`config.mk`:
```
export PLATFORM = sky130hd
export DESIGN_NAME = key_click_detector_unit
export DESIGN_NICKNAME = d
export VERILOG_FILES = /design/src/rtl/kcd_pkg.sv /design/src/rtl/kcd_core.sv /design/src/rtl/key_click_detector_unit.sv
export SDC_FILE = /design/constraint.sdc
export NUM_CORES = 1
export LEC_CHECK = 0
export BUFFER_PORTS_ARGS = -buffer_cell sky130_fd_sc_hd__buf_2
export CELL_PAD_IN_SITES_DETAIL_PLACEMENT = 1
export CELL_PAD_IN_SITES_GLOBAL_PLACEMENT = 1
export CORE_ASPECT_RATIO = 1.25
export CORE_MARGIN = 1
export CORE_UTILIZATION = 25
export DETAILED_ROUTE_END_ITERATION = 8
export PLACE_DENSITY = 0.53
export SYNTH_ARGS = -nofsm -noshare
export SYNTH_HDL_FRONTEND = slang
export SYNTH_SLANG_ARGS = --single-unit
```
`constraint.sdc`:
```
create_clock -name clk_i -period 4.8 [get_ports clk_i]
set_input_delay 0 -clock clk_i [delete_from_list [all_inputs] [get_ports clk_i]]
set_output_delay 0 -clock clk_i [all_outputs]
set_load 0.05 [all_outputs]
```
`src/rtl/kcd_pkg.sv`:
```
`timescale 1ns / 1ps

package kcd_pkg;

  localparam int unsigned TIMER_WIDTH = 16;
  localparam int unsigned DELAY_WIDTH = 16;
  localparam int unsigned CFG_IDX_WIDTH = 3;

  localparam logic [32:0] TIMER_MAX = (33'(1) << TIMER_WIDTH) - 33'(1);

  localparam logic [DELAY_WIDTH-1:0] LONG_DELAY_RESET = DELAY_WIDTH'(300);
  localparam logic [DELAY_WIDTH-1:0] MULTI_DELAY_RESET = DELAY_WIDTH'(30);

  typedef enum logic {
    OP_KEY  = 1'b0,
    OP_TICK = 1'b1
  } kcd_op_e;

  typedef enum logic [1:0] {
    KIND_STATE = 2'd0,
    KIND_COUNT = 2'd1,
    KIND_LONG  = 2'd2
  } kcd_kind_e;

  typedef enum logic [CFG_IDX_WIDTH-1:0] {
    REG_CLICK_EN       = 3'd0,
    REG_LONG_CLICK_EN  = 3'd1,
    REG_MULTI_CLICK_EN = 3'd2,
    REG_LONG_DELAY     = 3'd3,
    REG_MULTI_DELAY    = 3'd4
  } kcd_reg_e;

  typedef struct packed {
    logic                   click_en;
    logic                   long_click_en;
    logic                   multi_click_en;
    logic [DELAY_WIDTH-1:0] long_delay;
    logic [DELAY_WIDTH-1:0] multi_delay;
  } kcd_cfg_t;

  typedef struct packed {
    kcd_kind_e  kind;
    logic [7:0] code;
    logic [7:0] value;
  } kcd_result_t;

  typedef struct packed {
    logic long_armed;
    logic window_armed;
  } kcd_status_t;

  // A delay of zero behaves as one, and the delay is clipped to the timer range.
  function automatic logic [TIMER_WIDTH-1:0] load_delay(input logic [DELAY_WIDTH-1:0] d);
    logic [32:0] ext;
    ext = 33'(d);
    if (d == '0) begin
      ext = 33'(1);
    end
    if (ext > TIMER_MAX) begin
      ext = TIMER_MAX;
    end
    return ext[TIMER_WIDTH-1:0];
  endfunction

endpackage

```
`src/rtl/kcd_core.sv`:
```
`timescale 1ns / 1ps

module kcd_core import kcd_pkg::*; (
  input  logic        clk_i,
  input  logic        rst_ni,
  input  logic        accept_i,
  input  logic        operation_i,
  input  logic [7:0]  key_code_i,
  input  logic [7:0]  key_value_i,
  input  kcd_cfg_t    cfg_i,
  output logic        res_valid_o,
  output kcd_result_t res_o,
  output kcd_status_t status_o
);

  logic [7:0]             last_code_q, last_code_d;
  logic [7:0]             count_q, count_d;
  logic [TIMER_WIDTH-1:0] long_timer_q, long_timer_d;
  logic                   long_armed_q, long_armed_d;
  logic [TIMER_WIDTH-1:0] window_timer_q, window_timer_d;
  logic                   window_armed_q, window_armed_d;

  always_comb begin
    last_code_d    = last_code_q;
    count_d        = count_q;
    long_timer_d   = long_timer_q;
    long_armed_d   = long_armed_q;
    window_timer_d = window_timer_q;
    window_armed_d = window_armed_q;
    res_valid_o    = 1'b0;
    res_o.kind     = KIND_STATE;
    res_o.code     = key_code_i;
    res_o.value    = key_value_i;

    if (accept_i) begin
      if (operation_i == OP_TICK) begin
        if (long_armed_q) begin
          if (long_timer_q <= TIMER_WIDTH'(1)) begin
            long_timer_d = '0;
            long_armed_d = 1'b0;
            count_d      = '0;
            res_valid_o  = 1'b1;
            res_o.kind   = KIND_LONG;
            res_o.code   = last_code_q;
            res_o.value  = '0;
          end else begin
            long_timer_d = long_timer_q - TIMER_WIDTH'(1);
          end
        end else if (window_armed_q) begin
          if (window_timer_q <= TIMER_WIDTH'(1)) begin
            window_timer_d = '0;
            window_armed_d = 1'b0;
            count_d        = '0;
            res_valid_o    = (count_q != '0);
            res_o.kind     = KIND_COUNT;
            res_o.code     = last_code_q;
            res_o.value    = count_q;
          end else begin
            window_timer_d = window_timer_q - TIMER_WIDTH'(1);
          end
        end
      end else if (cfg_i.long_click_en || cfg_i.multi_click_en) begin
        long_armed_d   = 1'b0;
        window_armed_d = 1'b0;
        if (key_value_i != '0) begin
          if (key_code_i == last_code_q) begin
            if (count_q != 8'hFF) begin
              count_d = count_q + 8'd1;
            end
          end else begin
            last_code_d = key_code_i;
            count_d     = 8'd1;
          end
          long_timer_d = load_delay(cfg_i.long_delay);
          long_armed_d = 1'b1;
        end else if (cfg_i.multi_click_en) begin
          window_timer_d = load_delay(cfg_i.multi_delay);
          window_armed_d = 1'b1;
        end else begin
          count_d     = '0;
          res_valid_o = (count_q != '0);
          res_o.kind  = KIND_COUNT;
          res_o.value = count_q;
        end
      end else if (cfg_i.click_en) begin
        if (key_value_i != '0) begin
          count_d     = '0;
          res_valid_o = 1'b1;
          res_o.kind  = KIND_COUNT;
          res_o.value = 8'd1;
        end
      end else begin
        res_valid_o = 1'b1;
      end
    end
  end

  always_ff @(posedge clk_i or negedge rst_ni) begin
    if (!rst_ni) begin
      last_code_q    <= '0;
      count_q        <= '0;
      long_timer_q   <= '0;
      long_armed_q   <= 1'b0;
      window_timer_q <= '0;
      window_armed_q <= 1'b0;
    end else begin
      last_code_q    <= last_code_d;
      count_q        <= count_d;
      long_timer_q   <= long_timer_d;
      long_armed_q   <= long_armed_d;
      window_timer_q <= window_timer_d;
      window_armed_q <= window_armed_d;
    end
  end

  assign status_o.long_armed   = long_armed_q;
  assign status_o.window_armed = window_armed_q;

endmodule

```
`src/rtl/key_click_detector_unit.sv`:
```
`timescale 1ns / 1ps
// Results are registered. Throughput: one input transaction per cycle while the
// skid register is empty; a two-entry output stage (output register plus skid
// register) lets input continue while one result waits. Reset clears the
// detector state and the output stage and returns the configuration registers
// to their reset values.

module key_click_detector_unit import kcd_pkg::*; (
  input  logic                     clk_i,
  input  logic                     rst_ni,
  input  logic                     in_valid_i,
  output logic                     in_ready_o,
  input  logic                     operation_i,
  input  logic [7:0]               key_code_i,
  input  logic [7:0]               key_value_i,
  output logic                     out_valid_o,
  input  logic                     out_ready_i,
  output logic [1:0]               event_kind_o,
  output logic [7:0]               event_code_o,
  output logic [7:0]               event_value_o,
  input  logic                     cfg_valid_i,
  output logic                     cfg_ready_o,
  input  logic [CFG_IDX_WIDTH-1:0] cfg_index_i,
  input  logic [DELAY_WIDTH-1:0]   cfg_data_i
);

  kcd_cfg_t    cfg_q;
  kcd_result_t res;
  logic        res_valid;
  kcd_status_t status;
  logic        accept;

  kcd_result_t out_q, skid_q;
  logic        out_valid_q, out_valid_d;
  logic        skid_valid_q, skid_valid_d;
  logic        push, pop;

  assign cfg_ready_o = 1'b1;

  always_ff @(posedge clk_i or negedge rst_ni) begin
    if (!rst_ni) begin
      cfg_q.click_en       <= 1'b0;
      cfg_q.long_click_en  <= 1'b0;
      cfg_q.multi_click_en <= 1'b0;
      cfg_q.long_delay     <= LONG_DELAY_RESET;
      cfg_q.multi_delay    <= MULTI_DELAY_RESET;
    end else if (cfg_valid_i) begin
      unique case (cfg_index_i)
        REG_CLICK_EN:       cfg_q.click_en       <= cfg_data_i[0];
        REG_LONG_CLICK_EN:  cfg_q.long_click_en  <= cfg_data_i[0];
        REG_MULTI_CLICK_EN: cfg_q.multi_click_en <= cfg_data_i[0];
        REG_LONG_DELAY:     cfg_q.long_delay     <= cfg_data_i;
        REG_MULTI_DELAY:    cfg_q.multi_delay    <= cfg_data_i;
        default: begin
        end
      endcase
    end
  end

  assign in_ready_o = !skid_valid_q;
  assign accept     = in_valid_i && in_ready_o;

  kcd_core u_core (
    .clk_i       (clk_i),
    .rst_ni      (rst_ni),
    .accept_i    (accept),
    .operation_i (operation_i),
    .key_code_i  (key_code_i),
    .key_value_i (key_value_i),
    .cfg_i       (cfg_q),
    .res_valid_o (res_valid),
    .res_o       (res),
    .status_o    (status)
  );

  assign push = res_valid;
  assign pop  = out_valid_q && out_ready_i;

  always_comb begin
    out_valid_d  = out_valid_q;
    skid_valid_d = skid_valid_q;
    if (skid_valid_q) begin
      if (pop) begin
        skid_valid_d = 1'b0;
      end
    end else if (push) begin
      if (out_valid_q && !pop) begin
        skid_valid_d = 1'b1;
      end else begin
        out_valid_d = 1'b1;
      end
    end else if (pop) begin
      out_valid_d = 1'b0;
    end
  end

  always_ff @(posedge clk_i or negedge rst_ni) begin
    if (!rst_ni) begin
      out_valid_q  <= 1'b0;
      skid_valid_q <= 1'b0;
    end else begin
      out_valid_q  <= out_valid_d;
      skid_valid_q <= skid_valid_d;
    end
  end

  always_ff @(posedge clk_i) begin
    if (skid_valid_q) begin
      if (pop) begin
        out_q <= skid_q;
      end
    end else if (push) begin
      if (out_valid_q && !pop) begin
        skid_q <= res;
      end else begin
        out_q <= res;
      end
    end
  end

  assign out_valid_o   = out_valid_q;
  assign event_kind_o  = out_q.kind;
  assign event_code_o  = out_q.code;
  assign event_value_o = out_q.value;

`ifndef SYNTH
  // The skid register only fills behind an occupied output register.
  a_skid_behind_out: assert property (@(posedge clk_i) disable iff (!rst_ni)
    skid_valid_q |-> out_valid_q)
    else $error("skid entry held while output register is empty");

  // A skid entry never leaves the output stage empty in the following cycle.
  a_skid_drains_to_out: assert property (@(posedge clk_i) disable iff (!rst_ni)
    skid_valid_q |=> out_valid_q)
    else $error("output register empty after skid entry");

  // A key transaction arms at most one timer and ticks only disarm.
  a_one_timer_armed: assert property (@(posedge clk_i) disable iff (!rst_ni)
    !(status.long_armed && status.window_armed))
    else $error("both timers armed");
`endif

endmodule

```
==> impl_metrics.sql <==
INSERT INTO impl_metrics (metric_group, metric, value, unit) VALUES
('final_layout', 'design.final.nets', '778', ''),
('final_layout', 'area_growth', '24.7', '%'),
('power', 'internal_power', '0.00249', 'W'),
('final_layout', 'final_cells', '1079', ''),
('cts', 'cts_repair_resize_count', '0', ''),
('synth', 'dominantRegCellSynth', 'sky130_fd_sc_hd__dfrtp_1', ''),
('global_route', 'vias_in_the_first_global_route', '6127', ''),
('sta', 'postLayoutSetupSlackWorst', '1940', 'ps'),
('sta', 'fmax', '350', 'MHz'),
('global_route', 'grt_pass1_wl', '34200', 'µm'),
('power', 'power-per-cell-area', '475', 'mW/mm²'),
('power', 'power_leakage', '3.12', 'nW'),
('synth', 'synth-async-reset-ratio', '0.707', ''),
('synth', 'synth-warning-count', '0', ''),
('sta', 'timing_max_transition_violations_final', '0', ''),
('floorplan', 'fp.dieH', '183', 'µm'),
('final_layout', 'antenna_cells_inserted', '0', ''),
('cts', 'ctsLongestPathBuffers', '2', ''),
('synth', 'post-synth-top-area-fraction', '0.301', ''),
('synth', 'count_of_flip_flops_with_a_built_in_enable_after_synthesis', '36', ''),
('worst_setup_path', 'setup.worst_path.end_class', 'register', ''),
('synth', 'syn-mean-instance-area', '10.3', 'µm²'),
('worst_setup_path', 'cp_num_buf_inv', '2', ''),
('min_path', 'hold_class', 'in -> async', ''),
('synth', 'synth.cell_area', '0.00656', 'mm²'),
('worst_setup_path', 'critPathLaunchType', 'input pin', ''),
('floorplan', 'die_area', '0.0269', 'mm²'),
('worst_setup_path', 'path_max_fanout', '16', ''),
('placement', 'numPlacedInstances', '1010', ''),
('global_route', 'antenna_found_initial', '0', ''),
('power', 'seq_power_share', '0.401', ''),
('route', 'via_density', '5.22', ''),
('final_layout', 'postLayoutCoreUtil', '0.320', ''),
('cts', 'tritoncts.num_buffers', '17', ''),
('cts', 'tritoncts', 'done', ''),
('final_layout', 'layout.cells.most_common_list', '79 x sky130_fd_sc_hd__dfrtp_1, 66 x sky130_fd_sc_hd__o21ai_0, 59 x sky130_fd_sc_hd__buf_2, 53 x sky130_fd_sc_hd__nand2_1', ''),
('power', 'clock_power_share', '0.334', ''),
('synth', 'postSynthCellCount', '637', ''),
('floorplan', 'initial_core_util', '0.257', ''),
('floorplan', 'core.rowCount', '65', ''),
('sta', 'rsz_0062_raised_after_global_routing', 'false', ''),
('worst_setup_path', 'critical_path_required', '5110', 'ps'),
('sta', 'minimum_clock_period', '2860', 'ps'),
('global_route', 'grt_max_degree', '67', ''),
('cts', 'clock-root-buffer', 'sky130_fd_sc_hd__clkbuf_16', ''),
('synth', 'yosys.cell_types.count', '73', ''),
('cts', 'clock_insertion_delay_worst_skew', '420', 'ps'),
('sta', 'timing.final.crit_share', '0.595', ''),
('power', 'power.share.switching', '0.358', ''),
('route', 'drc', '0', ''),
('worst_setup_path', 'r2r_slack', '1980', 'ps'),
('worst_setup_path', 'arrival', '3160', 'ps'),
('sta', 'finalHoldWorstSlack', '10.2', 'ps'),
('power', 'power.switching', '0.00139', 'W'),
('worst_setup_path', 'r2r_end', 'skid_valid_q', ''),
('sta', 'hold_violations', '0', ''),
('synth', 'synth.yosys.seq_area_share', '0.498', ''),
('sta', 'finalSetupViolations', '0', ''),
('flow_run', 'cap_violations', '0', ''),
('worst_setup_path', 'worst_path_max_delay_cell', 'sky130_fd_sc_hd__a21oi_1', ''),
('cts', 'numClockSinks', '123', ''),
('final_layout', 'drive_gt1_frac', '0.216', ''),
('synth', 'synth_area_leader_cell', 'sky130_fd_sc_hd__dfrtp_1', ''),
('cts', 'htreeDepth', '4', ''),
('route', 'route.antenna.remaining_nets', '0', ''),
('synth', 'synth.top_cells.by_area', 'sky130_fd_sc_hd__dfrtp_1 30%, sky130_fd_sc_hd__edfxtp_1 16%, sky130_fd_sc_hd__mux2_2 6.4%', ''),
('run_status', 'status', 'finished, final reports clean', ''),
('placement', 'pre_cts_ws', '2010', 'ps'),
('global_route', 'grt_use_total', '0.163', ''),
('route', 'final_wl', '20900', 'µm'),
('worst_setup_path', 'register_to_register_path_depth', '6', '');
## worst max-delay path by stage
| stage | startpoint | end | cells after the start |
|---|---|---|---|
| 6_report | key_value_i[0] | u_core.window_timer_q[6] | 7 |
| 5_1_grt | key_value_i[4] | u_core.window_timer_q[6] | 7 |
| 4_1_cts | key_value_i[5] | u_core.window_timer_q[6] | 7 |
| 3_5_place_dp | u_core.long_timer_q[6] | event_code_o[3] | 6 |
| 3_3_place_gp | u_core.long_timer_q[7] | event_code_o[3] | 6 |
| 2_1_floorplan | u_core.window_timer_q[12] | skid_q[0] | 5 |
## cell usage after synthesis, types with 3 or more instances
library cell	n
sky130_fd_sc_hd__dfrtp_1	79
sky130_fd_sc_hd__o21ai_0	66
sky130_fd_sc_hd__nand2_1	53
sky130_fd_sc_hd__mux2_2	37
sky130_fd_sc_hd__edfxtp_1	36
sky130_fd_sc_hd__inv_1	34
sky130_fd_sc_hd__nor2_1	32
sky130_fd_sc_hd__nand3_1	23
sky130_fd_sc_hd__o2bb2ai_1	21
sky130_fd_sc_hd__nor3_1	20
sky130_fd_sc_hd__clkbuf_1	19
sky130_fd_sc_hd__nor4_1	19
sky130_fd_sc_hd__o311ai_0	14
sky130_fd_sc_hd__a32oi_1	12
sky130_fd_sc_hd__a21oi_1	11
sky130_fd_sc_hd__a22o_1	10
sky130_fd_sc_hd__nand4_1	10
sky130_fd_sc_hd__dfstp_2	8
sky130_fd_sc_hd__nor2b_1	8
sky130_fd_sc_hd__xnor2_1	8
sky130_fd_sc_hd__a22oi_1	7
sky130_fd_sc_hd__o211ai_1	7
sky130_fd_sc_hd__o31ai_1	7
sky130_fd_sc_hd__a31oi_1	6
sky130_fd_sc_hd__ha_1	6
sky130_fd_sc_hd__and3_1	5
sky130_fd_sc_hd__buf_2	5
sky130_fd_sc_hd__or3_1	5
sky130_fd_sc_hd__a21o_1	4
sky130_fd_sc_hd__a41oi_1	4
sky130_fd_sc_hd__nand3b_1	4
sky130_fd_sc_hd__nand4b_1	3
sky130_fd_sc_hd__or2_2	3
sky130_fd_sc_hd__or4_1	3
## state kept, by name (all words and copies together) (netlist names), 2 cells and up
signal	count
event_code_o	8
u_core.last_code_q	8
cfg_q	35
u_core.count_q	8
skid_q	18
event_value_o	8
event_kind_o	2
u_core.long_timer_q	16
u_core.window_timer_q	16
## cells by family after synthesis
group | share of synthesized area
flops | 0.498
other cells | 0.000572
simple gates | 0.165
compound gates | 0.210
fa+ha+maj | 0.0114
buf+inv | 0.0401
xor+xnor | 0.0107
mux | 0.0635
## timing repair
action                                 CTS  global route
setup endpoints to repair                0             0
hold buffers                            37             0
endpoints found under the hold margin   78             0
## layer usage
layer / GRT usage / wire length (µm) / vias up
met1: 0.207 / 9510 / 2860
li1: - / - / 2638
met3: 0.0271 / 643 / 21
met4: 0.0475 / 265 / 0
met5: 0 / 0 / -
met2: 0.284 / 10500 / 109
## metrics by stage
stage	cell area, µm²	total power [W]
2_1_floorplan	6560	0.00223
6_report	8180	0.00389
3_3_place_gp	7220	0.00254
4_1_cts	8180	0.00393
3_5_place_dp	7220	0.00258
5_1_grt	8180	0.00411
## power by group through the flow
stage / sequential, W / clock, W / combinational [W]
floorplan: 0.00162 / 0 / 0.000611
global placement: 0.00156 / 0 / 0.000975
detailed placement: 0.00158 / 0 / 0.00100
CTS: 0.00156 / 0.00133 / 0.00104
global route: 0.00159 / 0.00138 / 0.00114
finish: 0.00156 / 0.00130 / 0.00103
## cell type report
type	count	area (µm²)
clock inverter	13	129
fill	2900	17400
sequential	123	3270
multi-input combinational	451	3050
timing repair buffer	104	726
inverter	34	128
tap	335	419
clock buffer	19	464
Note: power is estimated with default switching activity, not from simulation.
